## src/cau_pkg.sv

```systemverilog
package cau_pkg;

  // default word format, Q16.16
  localparam int DEF_WORD_BITS = 32;
  localparam int DEF_FRAC_BITS = 16;

  localparam int FUNC_BITS = 3;

  // operation codes carried in the input tuser
  typedef enum logic [FUNC_BITS-1:0] {
    FUNC_ADD = 3'd0,
    FUNC_SUB = 3'd1,
    FUNC_MUL = 3'd2,
    FUNC_DIV = 3'd3,
    FUNC_MAG = 3'd4,
    FUNC_R2C = 3'd5
  } func_e;

endpackage

```

## src/cau_cell.sv

```systemverilog
module cau_cell import cau_pkg::*; #(
  parameter int WORD_BITS = DEF_WORD_BITS,
  parameter int FRAC_BITS = DEF_FRAC_BITS,
  parameter int IDX       = 0
) (
  input  logic                           clk_i,
  input  logic                           en_i,
  input  logic [FUNC_BITS-1:0]           func_i,
  input  logic                           dz_i,
  input  logic                           re_neg_i,
  input  logic                           im_neg_i,
  input  logic [2*WORD_BITS:0]           re_mag_i,
  input  logic [2*WORD_BITS:0]           im_mag_i,
  input  logic                           big_re_i,
  input  logic                           big_im_i,
  input  logic [2*WORD_BITS-1:0]         den_i,
  input  logic [2*WORD_BITS+FRAC_BITS:0] rem_re_i,
  input  logic [2*WORD_BITS+FRAC_BITS:0] rem_im_i,
  output logic [FUNC_BITS-1:0]           func_o,
  output logic                           dz_o,
  output logic                           re_neg_o,
  output logic                           im_neg_o,
  output logic [2*WORD_BITS:0]           re_mag_o,
  output logic [2*WORD_BITS:0]           im_mag_o,
  output logic                           big_re_o,
  output logic                           big_im_o,
  output logic [2*WORD_BITS-1:0]         den_o,
  output logic [2*WORD_BITS+FRAC_BITS:0] rem_re_o,
  output logic [2*WORD_BITS+FRAC_BITS:0] rem_im_o
);

  localparam int W  = WORD_BITS;
  localparam int SW = 2 * W + 1;
  localparam int NW = 2 * W + FRAC_BITS + 1;
  localparam int CW = NW + W;
  localparam int K  = W - 1 - IDX;   // result bit settled here

  // one restoring step for each quotient, one step of the root
  logic [CW:0]   dre, dim;
  logic [SW-1:0] trial, sq_left;
  logic          sq_take;

  assign dre     = (CW+1)'(rem_re_i) - ((CW+1)'(den_i) << K);
  assign dim     = (CW+1)'(rem_im_i) - ((CW+1)'(den_i) << K);
  assign trial   = (SW'(re_mag_i[W-1:0]) << (K + 1)) | (SW'(1) << (2 * K));
  assign sq_take = rem_re_i[SW-1:0] >= trial;
  assign sq_left = rem_re_i[SW-1:0] - trial;

  always_ff @(posedge clk_i) begin
    if (en_i) begin
      func_o   <= func_i;
      dz_o     <= dz_i;
      re_neg_o <= re_neg_i;
      im_neg_o <= im_neg_i;
      big_re_o <= big_re_i;
      big_im_o <= big_im_i;
      den_o    <= den_i;
      re_mag_o <= re_mag_i;
      im_mag_o <= im_mag_i;
      rem_re_o <= rem_re_i;
      rem_im_o <= rem_im_i;
      unique case (func_i)
        FUNC_DIV: begin
          if (!dre[CW]) begin
            rem_re_o    <= dre[NW-1:0];
            re_mag_o[K] <= 1'b1;
          end
          if (!dim[CW]) begin
            rem_im_o    <= dim[NW-1:0];
            im_mag_o[K] <= 1'b1;
          end
        end
        FUNC_MAG: begin
          if (sq_take) begin
            rem_re_o    <= NW'(sq_left);
            re_mag_o[K] <= 1'b1;
          end
        end
        default: begin
        end
      endcase
    end
  end

endmodule

```

## config.mk

```make
export PLATFORM = sky130hd
export DESIGN_NAME = cau_cell
export DESIGN_NICKNAME = d
export VERILOG_FILES = /design/src/cau_pkg.sv /design/src/cau_cell.sv
export SDC_FILE = /design/constraint.sdc
export NUM_CORES = 1
export LEC_CHECK = 0
export CORE_AREA = 8 8 278 280
export DETAILED_ROUTE_END_ITERATION = 10
export DIE_AREA = 0 0 286 288
export DONT_BUFFER_PORTS = 1
export SLEW_MARGIN = 20
export SYNTH_ARGS = -nofsm -noshare
export SYNTH_HDL_FRONTEND = slang
export SYNTH_SLANG_ARGS = --single-unit
export TNS_END_PERCENT = 1
```

## constraint.sdc

```tcl
create_clock -name clk_i -period 4.1 [get_ports clk_i]
set_input_delay 0.615 -clock clk_i [delete_from_list [all_inputs] [get_ports clk_i]]
set_output_delay 0.615 -clock clk_i [all_outputs]
set_load 0.02 [all_outputs]
```

* After elaboration in Yosys (flattened, before gate mapping) *
Cells that the tools add are included.

operators by class
  $add $sub $neg = 3
  $lt $le $gt $ge = 1
  equal/unequal tests = 2
  mux-type cells = 10

operator list
  kind                                                             number
  81-bit 2-to-1 mux                                                4
  81-bit by 95-bit subtractor with 96-bit output                   2
  81-bit one-hot mux with 2 select lines                           1
  65-bit by 64-bit greater-or-equal comparator with 1-bit output   1
  65-bit by 64-bit subtractor with 65-bit output                   1
  1-bit 2-to-1 mux                                                 4
  3-bit by 2-bit == test with 1-bit output, second input constant  1
  3-bit == test, second input constant                             1
  1-bit one-hot mux with 2 select lines                            1

word-level totals
  bits of input ports = 366
  register bits = 364
  output and inout port bits = 364

* Longest topological paths before layout *
Gate-level depths: netlist of the first run.

  word-level depth = 3
  depth in mapped cells = 16
  gate-level depth less buffers = 14

* Least setup slack after synthesis of the first run *
No wires, ideal clock.

  path kind = input to register
  start = input rem_im_i[31]
  end = register rem_im_o[73] (data pin)
  arrival time = 3345 ps
  path buffers = 1
  stages on the path = 14
  setup slack = 495 ps
  data required time = 3840 ps
  cell sequence = inv_1 -> ha_1 -> fa_1 -> nor2b_1 -> o31a_1 -> o21a_2 -> a31oi_4 -> o31ai_4 -> a21oi_4 -> o21ba_2 -> o31ai_4 -> a221oi_4 -> buf_6 -> mux2_2

between the ends
  cells in the longest elaborated chain, start to end = 3

RTL lines
  what                                            RTL line        text
  from (decl)                                     cau_cell.sv:18  input logic [2*WORD_BITS+FRAC_BITS:0] rem_im_i,
  81-bit by 95-bit subtractor with 96-bit output  cau_cell.sv:44  assign dim = (CW+1)'(rem_im_i) - ((CW+1)'(den_i) << K);
  81-bit 2-to-1 mux                               cau_cell.sv:68  if (!dim[CW]) begin
  81-bit 2-to-1 mux                               cau_cell.sv:62  unique case (func_i)
  to (signal assigned)                            cau_cell.sv:61  rem_im_o <= rem_im_i;
  to (signal assigned)                            cau_cell.sv:69  rem_im_o <= dim[NW-1:0];
  to (decl)                                       cau_cell.sv:29  output logic [2*WORD_BITS+FRAC_BITS:0] rem_im_o

No other way between the ends.
A chain may end at the register's enable or synchronous reset.

* Worst setup path in the final report of the first run *
  start = input rem_re_i[32]
  end = register rem_re_o[64] (data pin)

between the ends
  cells in the longest elaborated chain, start to end = 3
  elaborated cells between the ends (all ways) = 6

RTL lines
  what                                                                          RTL line                        text
  from (decl)                                                                   cau_cell.sv:17                  input logic [2*WORD_BITS+FRAC_BITS:0] rem_re_i,
  81-bit by 95-bit subtractor with 96-bit output, or another cell as far along  cau_cell.sv:43                  assign dre = (CW+1)'(rem_re_i) - ((CW+1)'(den_i) << K);
  81-bit 2-to-1 mux (on tied branches)                                          cau_cell.sv:64, cau_cell.sv:74
  81-bit one-hot mux with 2 select lines *                                      cau_cell.sv:62
  to (signal assigned)                                                          cau_cell.sv:60                  rem_re_o <= rem_re_i;
  to (signal assigned)                                                          cau_cell.sv:65                  rem_re_o <= dre[NW-1:0];
  to (signal assigned)                                                          cau_cell.sv:75                  rem_re_o <= NW'(sq_left);
  to (decl)                                                                     cau_cell.sv:28                  output logic [2*WORD_BITS+FRAC_BITS:0] rem_re_o,

Every way passes the cells marked *; elsewhere a longest branch is shown, timed or not.

==> flow_summary.toml, run 1 <==
[timing]
final_hold_viol_count = 0
slew_headroom = -0.0801
max_freq_ghz = 0.281
setup_ws_ns = 0.547
setup_viol_count_final = 0
fin_setup_tns_ns = 0
period_minus_slack_ns = 3.55
holdWs_ns = 0.134
finalMaxSlewViolations = 74
min_period_over_period = 0.867
worst_pin_slew_ns = 1.62
rsz0062_at_grt = "no"

[clock_tree]
cts_max_path_buffers = 3
post-cts-setup-buffers = 0
cts_buffers = 42
htreeDepth = 2
clk_pin_slew_ns = 0.06
cts-resized-gates = 0
numClockSinks = 364
cts_tree = "yes"
root_buffer = "clkbuf_16"
ctsHoldBuffers = 0

[critical_path]
critical_path.endpoint_type = "flop"
crit_type = "input port to flop"
crit_fanout = 5
startpoint_type = "input port"
cp.arrival_ns = 3.96
required_ns = 4.51

[floorplanning]
core_area_um2 = 72600
initial_core_util = 0.278
io_pins = 730
die_area_um2 = 82400
fp.dieW_um = 286
die_h_um = 288
rows = 99

[yosys]
yosysMostFrequentCell = "edfxtp_1"
synth-main-ff-cell = "edfxtp_1"
synth_area_um2 = 20200
ys_seq_area_frac = 0.542
avgSynthCellArea_um2 = 11.7
synth_xor_area_frac = 0.0482
synth_commonest_cells = "364 x edfxtp_1, 131 x ha_1, 124 x a21oi_1"
yosys_warnings = 0
synth_edf_count = 364
synth-compound-area-share = 0.160
synth_top_cell_by_area = "edfxtp_1"
syn_inst = 1717
synthTopCellsByArea = "edfxtp_1 54%, ha_1 8.1%, a21oi_1 3.1%"
synth_seq_cells = 364
synth_fp_nets = 2217
synth_fa_ha_area_frac = 0.0843
synthArstFlopShare = 0
synth_top_family_by_area = "compound AO/OA/AOI/OAI gates"
synth_top_area_frac = 0.542
yosysUniqueCellTypes = 81
synth_simple_gate_area_share = 0.102
synthMuxAreaShare = 0.0283

[drt]
drc_errors = 0
antenna_left = 0
drt-total-wl_um = 77200
top_layer_used = "met4"
wl_met2_um = 38600
wl_per_cell_um = 28.1
first_pass_iters = 5
num_vias = 14405
drtIter0Drc = 929
m1WireLength_um = 30400
via_per_inst = 5.25
wl_met3_um = 6040

[final_layout]
diodes = 0
area_growth_pct = 13.0
final_util = 0.314
nets = 2254
layout-drive-gt1-share = 0.0986

[power_and_ir_drop]
fin_total_pwr_uw = 10200
irDropWorstVdd_mv = 0.391
power_density_nw_per_um2 = 448
p_leak_uw = 0.00861

[global_route]
gr-total-overflow = 0
grt_max_degree = 365
grt_first_pass_wirelength_um = 106000
grt_usage = 0.174
grt_pass1_vias = 14359
antenna_found_initial = 0

[placement]
place_ws_ns = 0.0355
gp_congestion = 0.876
place_hpwl_um = 64100
numPortBuffers = 0

[run_status]
violations = "max-slew violations"
status = "finished, violations left"

[run]
maxCapViolCount = 0

[min_path]
hold_path.class = "input port to flop"
==> layout by cell type, fill, tap and decap left out, types with 9 or more instances in the layout <==
cell and n:
a211oi_1 19, o21bai_1 17, o21ai_0 102, buf_4 37, mux2_2 48, nand2b_1 17, o21a_1 19, nor4_1 15
nor3_1 29, nand3_1 39, edfxtp_1 364, o211ai_1 9, clkbuf_1 11, nand2_1 108, xor2_1 45, clkbuf_16 43
inv_1 120, a21oi_1 123, and3_1 16, a21o_1 51, nor2_1 107, nand4_1 26, xnor2_1 66, a31oi_1 11
a221o_1 29, ha_1 131, nor2b_1 16
==> logic make-up (layout without fill, tap and decap cells) <==
| logic type | after synthesis | in the layout |
|---|---|---|
| mux | 51 | 51 |
| buf+inv | 167 | 235 |
| flops | 364 | 364 |
| compound gates | 469 | 469 |
| xor+xnor | 111 | 111 |
| simple gates | 421 | 421 |
| fa+ha+maj | 134 | 134 |
==> layout make-up <==
| cell class | instances | area (um^2) |
|---|---|---|
| clock inverter | 21 | 220 |
| sequential | 364 | 10900 |
| timing repair buffer | 40 | 338 |
| clock buffer | 54 | 1120 |
| inverter | 120 | 450 |
| multi-input combinational | 1186 | 8530 |
| fill | 7350 | 49800 |
| tap | 959 | 1200 |
==> path summary, 6_finish.rpt <==
path | from | endpoint | slack, ns | cells past startpoint
max | rem_re_i[32] | rem_re_o[64]$_DFFE_PP_ | 0.55 | 14
min | den_i[2] | den_o[2]$_DFFE_PP_ | 0.13 | 0
==> critical path, cell delays in order <==
cell,delay (ns)
inv_1,0.04
ha_1,0.15
inv_1,0.06
fa_1,0.43
a211oi_1,0.32
o21ai_0,0.17
or3b_1,0.21
nand2_1,0.11
a31o_1,0.28
a221o_1,0.45
a311o_1,0.38
a311o_1,0.38
and3_1,0.20
a211oi_2,0.15
==> report_power, final <==
| part | leakage [uW] | switching (uW) | internal (uW) | total, uW |
|---|---|---|---|---|
| Clock | 0.000647 | 1550 | 2130 | 3680 |
| Sequential | 0.00356 | 580 | 4470 | 5050 |
| Combinational | 0.00440 | 868 | 610 | 1480 |
==> registers in the layout (all words and copies together) (netlist names) <==
name,flops
big_re_o,1
func_o,3
big_im_o,1
rem_re_o,81
rem_im_o,81
im_mag_o,65
re_mag_o,65
re_neg_o,1
im_neg_o,1
dz_o,1
den_o,64
==> metal layers <==
metal / vias up / global-route usage
met5: - / 0
met4: 0 / 0.0514
met3: 94 / 0.0531
met2: 611 / 0.304
met1: 7094 / 0.203
li1: 6606 / -
==> metrics by stage <==
step / instance area (um^2) / instances
final: 22800 / 2744
after global routing: 22800 / 2744
after CTS: 22800 / 2744
after detailed placement: 21400 / 2669
after global placement: 21400 / 2669
after floorplan: 20200 / 1717
Power figures use the tool's default switching activity.
==> inputs of run 2 (changes only) <==
--- a/config.mk
+++ b/config.mk
@@ -5,9 +5,9 @@
 export SDC_FILE = /design/constraint.sdc
 export NUM_CORES = 1
 export LEC_CHECK = 0
-export CORE_AREA = 8 8 278 280
+export CORE_AREA = 8 8 276 278
 export DETAILED_ROUTE_END_ITERATION = 10
-export DIE_AREA = 0 0 286 288
+export DIE_AREA = 0 0 284 286
 export DONT_BUFFER_PORTS = 1
 export SLEW_MARGIN = 20
 export SYNTH_ARGS = -nofsm -noshare
==> flow_summary.toml, run 2 (synthesis results as in run 1) <==
[run_status]
status = "finished, violations left"
violations = "max-slew violations"

[global_route]
grt_usage = 0.180
grt_max_degree = 365
antenna_found_initial = 2
grt_pass1_vias = 14506
grt_first_pass_wirelength_um = 109000
gr-total-overflow = 0

[clock_tree]
htreeDepth = 2
numClockSinks = 364
post-cts-setup-buffers = 0
clk_pin_slew_ns = 0.06
cts_max_path_buffers = 3
ctsHoldBuffers = 0
root_buffer = "clkbuf_16"
cts_tree = "yes"
cts_buffers = 41
cts-resized-gates = 0

[final_layout]
area_growth_pct = 12.7
final_area_um2 = 22700
largestRegisters = "rem_im_o: 81 flops, rem_re_o: 81 flops"
diodes = 0
mostFrequentLayoutCells = "364 x edfxtp_1, 131 x ha_1, 123 x a21oi_1, 120 x inv_1, 108 x nand2_1"
final_common_cell = "edfxtp_1"
nets = 2259
layout-drive-gt1-share = 0.101
final_cell_count_no_fill = 2746

[timing]
fin_setup_tns_ns = 0
finalMaxSlewViolations = 151
period_minus_slack_ns = 3.51
rsz0062_at_grt = "no"
worst_pin_slew_ns = 1.86
max_freq_ghz = 0.285
setup_viol_count_final = 0
min_period_over_period = 0.855
setup_ws_ns = 0.594
slew_headroom = -0.238
final_hold_viol_count = 0

[power_and_ir_drop]
pwr-share-clk = 0.349
fin_total_pwr_uw = 10100
p_switching_uw = 2990
p_int_uw = 7060
power_density_nw_per_um2 = 442
swShare = 0.298
seqPwrFrac = 0.502
p_leak_uw = 0.00860
power_frac_comb = 0.149
irDropWorstVdd_mv = 0.300

[critical_path]
critical_path.endpoint_type = "flop"
crit_type = "input port to flop"
endpoint = "rem_im_o[37]$_DFFE_PP_"
required_ns = 4.41
startpoint_type = "input port"
crit_fanout = 36
critPathLaunch = "rem_im_i[31]"
cp.arrival_ns = 3.82

[floorplanning]
fp.dieW_um = 284
die_area_um2 = 81200
rows = 99
io_pins = 730
initial_core_util = 0.280
core_area_um2 = 72100
die_h_um = 286

[min_path]
hold_depth = 0
hold_path.class = "input port to flop"

[placement]
place_hpwl_um = 63600
numPortBuffers = 0
placed_cells = 2675
gp_congestion = 0.923
postPlaceCellArea_um2 = 21500
place_ws_ns = -0.00440

[drt]
num_vias = 14627
antenna_left = 0
drtIter0Drc = 1023
drt-total-wl_um = 77700
via_per_inst = 5.33
first_pass_iters = 5
drc_errors = 0
wl_per_cell_um = 28.3

[run]
maxCapViolCount = 0
## run 2: critical path, cell delays in order
cell,delay [ns]
inv_1,0.03
ha_1,0.20
fa_1,0.43
nor2b_1,0.23
o31a_1,0.17
o21a_2,0.16
a31oi_4,0.13
o31ai_4,0.37
a21oi_4,0.13
o21ba_2,0.29
o31ai_4,0.35
a221oi_4,0.12
buf_12,0.20
mux2_2,0.32
## run 2: layout make-up
type / instances / area, um^2
flip-flops and latches: 364 / 10900
inverters: 120 / 450
repair buffers: 46 / 383
clock buffers: 48 / 1050
fillers: 7192 / 49400
clock inverters: 23 / 185
multi-input cells: 1186 / 8530
well taps: 959 / 1200
## run 2: worst min-delay path by stage
stage | slack (ns) | end | from
detailed placement | 0.71 | re_mag_o[48]$_DFFE_PP_ | re_mag_i[48]
finish | 0.14 | re_mag_o[41]$_DFFE_PP_ | re_mag_i[41]
global route | 0.11 | re_mag_o[41]$_DFFE_PP_ | re_mag_i[41]
floorplan | 0.71 | big_im_o$_DFFE_PP_ | big_im_i
CTS | 0.10 | im_mag_o[19]$_DFFE_PP_ | im_mag_i[19]
global placement | 0.71 | re_mag_o[48]$_DFFE_PP_ | re_mag_i[48]
## run 2: metal layers
layer / vias up / global-route usage / routed length (um)
met2: 695 / 0.314 / 38700
li1: 6608 / - / -
met5: - / 0 / 0
met3: 106 / 0.0587 / 6700
met4: 0 / 0.0544 / 2260
met1: 7218 / 0.208 / 30000
## run 2: power groups by stage
stage	Clock [uW]	Sequential [uW]	Combinational (uW)
3_3_place_gp	0	5140	1470
3_5_place_dp	0	5130	1480
6_report	3510	5050	1500
5_1_grt	3720	5070	1660
2_1_floorplan	0	4990	1090
4_1_cts	3610	5060	1490
## run 2: through the flow
step           utilization  hold WS [ns]
2_1_floorplan            -         0.714
3_5_place_dp         0.298         0.714
6_report             0.315         0.144
3_3_place_gp         0.298         0.714
4_1_cts              0.315         0.103
5_1_grt              0.315         0.107
==> inputs of run 3 (changes only) <==
--- a/config.mk
+++ b/config.mk
@@ -9,6 +9,7 @@
 export DETAILED_ROUTE_END_ITERATION = 10
 export DIE_AREA = 0 0 284 286
 export DONT_BUFFER_PORTS = 1
+export PLACE_DENSITY = 0.47
 export SLEW_MARGIN = 20
 export SYNTH_ARGS = -nofsm -noshare
 export SYNTH_HDL_FRONTEND = slang
==> flow_summary.toml, run 3 (synthesis results as in run 1) <==
[global_route]
grt_max_degree = 365
grt_pass1_vias = 14307
gr-total-overflow = 0
grt_first_pass_wirelength_um = 109000
antenna_found_initial = 15
grt_usage = 0.182

[clock_tree]
cts_buffers = 42
cts_max_path_buffers = 3
htreeDepth = 2
cts_tree = "yes"
cts-resized-gates = 0
ctsHoldBuffers = 0
root_buffer = "clkbuf_16"
clk_pin_slew_ns = 0.06
numClockSinks = 364
post-cts-setup-buffers = 0

[placement]
numPortBuffers = 0
placed_cells = 2666
place_hpwl_um = 65000
gp_congestion = 0.906
postPlaceCellArea_um2 = 21400

[critical_path]
cp.arrival_ns = 3.94
required_ns = 4.50
crit_type = "input port to flop"
startpoint_type = "input port"
critical_path.endpoint_type = "flop"
crit_fanout = 5

[power_and_ir_drop]
power_frac_comb = 0.142
swShare = 0.289
power_density_nw_per_um2 = 455
p_leak_uw = 0.00863
p_int_uw = 7380
pwr-share-clk = 0.372
seqPwrFrac = 0.486
p_switching_uw = 3000
irDropWorstVdd_mv = 0.318

[drt]
via_per_inst = 5.24
drc_errors = 0
first_pass_iters = 7
top_layer_used = "met4"
wl_met3_um = 6330
drt-total-wl_um = 79300
drtIter0Drc = 886
antenna_left = 0
num_vias = 14371
wl_per_cell_um = 28.9
wl_met2_um = 41200
m1WireLength_um = 29700

[timing]
worst_pin_slew_ns = 1.42
holdWs_ns = 0.133
period_minus_slack_ns = 3.54
setup_viol_count_final = 0
min_period_over_period = 0.864
max_freq_ghz = 0.282
rsz0062_at_grt = "no"
finalMaxSlewViolations = 0
slew_headroom = 0.0562
fin_setup_tns_ns = 0
final_hold_viol_count = 0

[final_layout]
mostFrequentLayoutCells = "364 x edfxtp_1, 131 x ha_1, 123 x a21oi_1, 120 x inv_1, 108 x nand2_1"
largestRegisters = "rem_im_o: 81 flops, rem_re_o: 81 flops"
area_growth_pct = 13.3
nets = 2251
final_util = 0.317
final_area_um2 = 22800
final_cell_count_no_fill = 2742
final_common_cell = "edfxtp_1"
n_fill_cell = 7242
layout-drive-gt1-share = 0.100

[min_path]
hold_depth = 0
hold_path.class = "input port to flop"

[run_status]
status = "finished clean"

[floorplanning]
fp.dieW_um = 284
core_area_um2 = 72100
die_h_um = 286
io_pins = 730
rows = 99
initial_core_util = 0.280
die_area_um2 = 81200

[run]
maxCapViolCount = 0
-- run 3: cell types whose count changed in the layout (fill, tap and decap cells not counted), sizes merged --
cell / change
buf: -9
bufinv: +4
clkbuf: -1
clkinv: -4
clkinvlp: +3
diode: +4
inv: -1
-- run 3: worst max-delay path: stages --
cell and delay [ns]:
inv_1 0.05, ha_1 0.16, inv_1 0.06, fa_1 0.43, a211oi_1 0.32, o21ai_0 0.15
or3b_1 0.20, nand2_1 0.11, a31o_1 0.29, a221o_1 0.45, a311o_1 0.38, a311o_1 0.40
and3_1 0.20, a211oi_2 0.13
-- run 3: stage by stage --
stage,power (uW),setup WS (ns)
2_1_floorplan,6080,0.495
3_3_place_gp,6600,0.100
3_5_place_dp,6590,0.0507
4_1_cts,10500,0.657
5_1_grt,10800,0.429
6_report,10400,0.558
-- run 3: power groups by stage --
stage | clock, uW | combinational [uW] | sequential (uW)
detailed placement | 0 | 1460 | 5130
finish | 3860 | 1480 | 5040
global route | 4080 | 1640 | 5060
floorplan | 0 | 1090 | 4990
CTS | 4000 | 1470 | 5050
global placement | 0 | 1470 | 5130
-- run 3: layout make-up --
cell class,count,area (um^2),share of cell area
repair buffers,37,328,0.0144
flip-flops and latches,364,10900,0.479
diodes,4,10.0,0.000438
well taps,959,1200,0.0526
clock buffers,47,1090,0.0478
inverters,120,450,0.0197
clock inverters,25,298,0.0130
multi-input cells,1186,8530,0.373
-- run 3: routing by layer --
metal  vias to the layer above  global-route usage
li1                       6598                   -
met5                         -                   0
met2                       593               0.337
met3                        97              0.0572
met1                      7083               0.199
met4                         0              0.0485
-- run 3: final timing paths --
check                endpoint    startpoint  slack [ns]
min        den_o[1]$_DFFE_PP_      den_i[1]        0.13
max    rem_re_o[64]$_DFFE_PP_  rem_re_i[32]        0.56
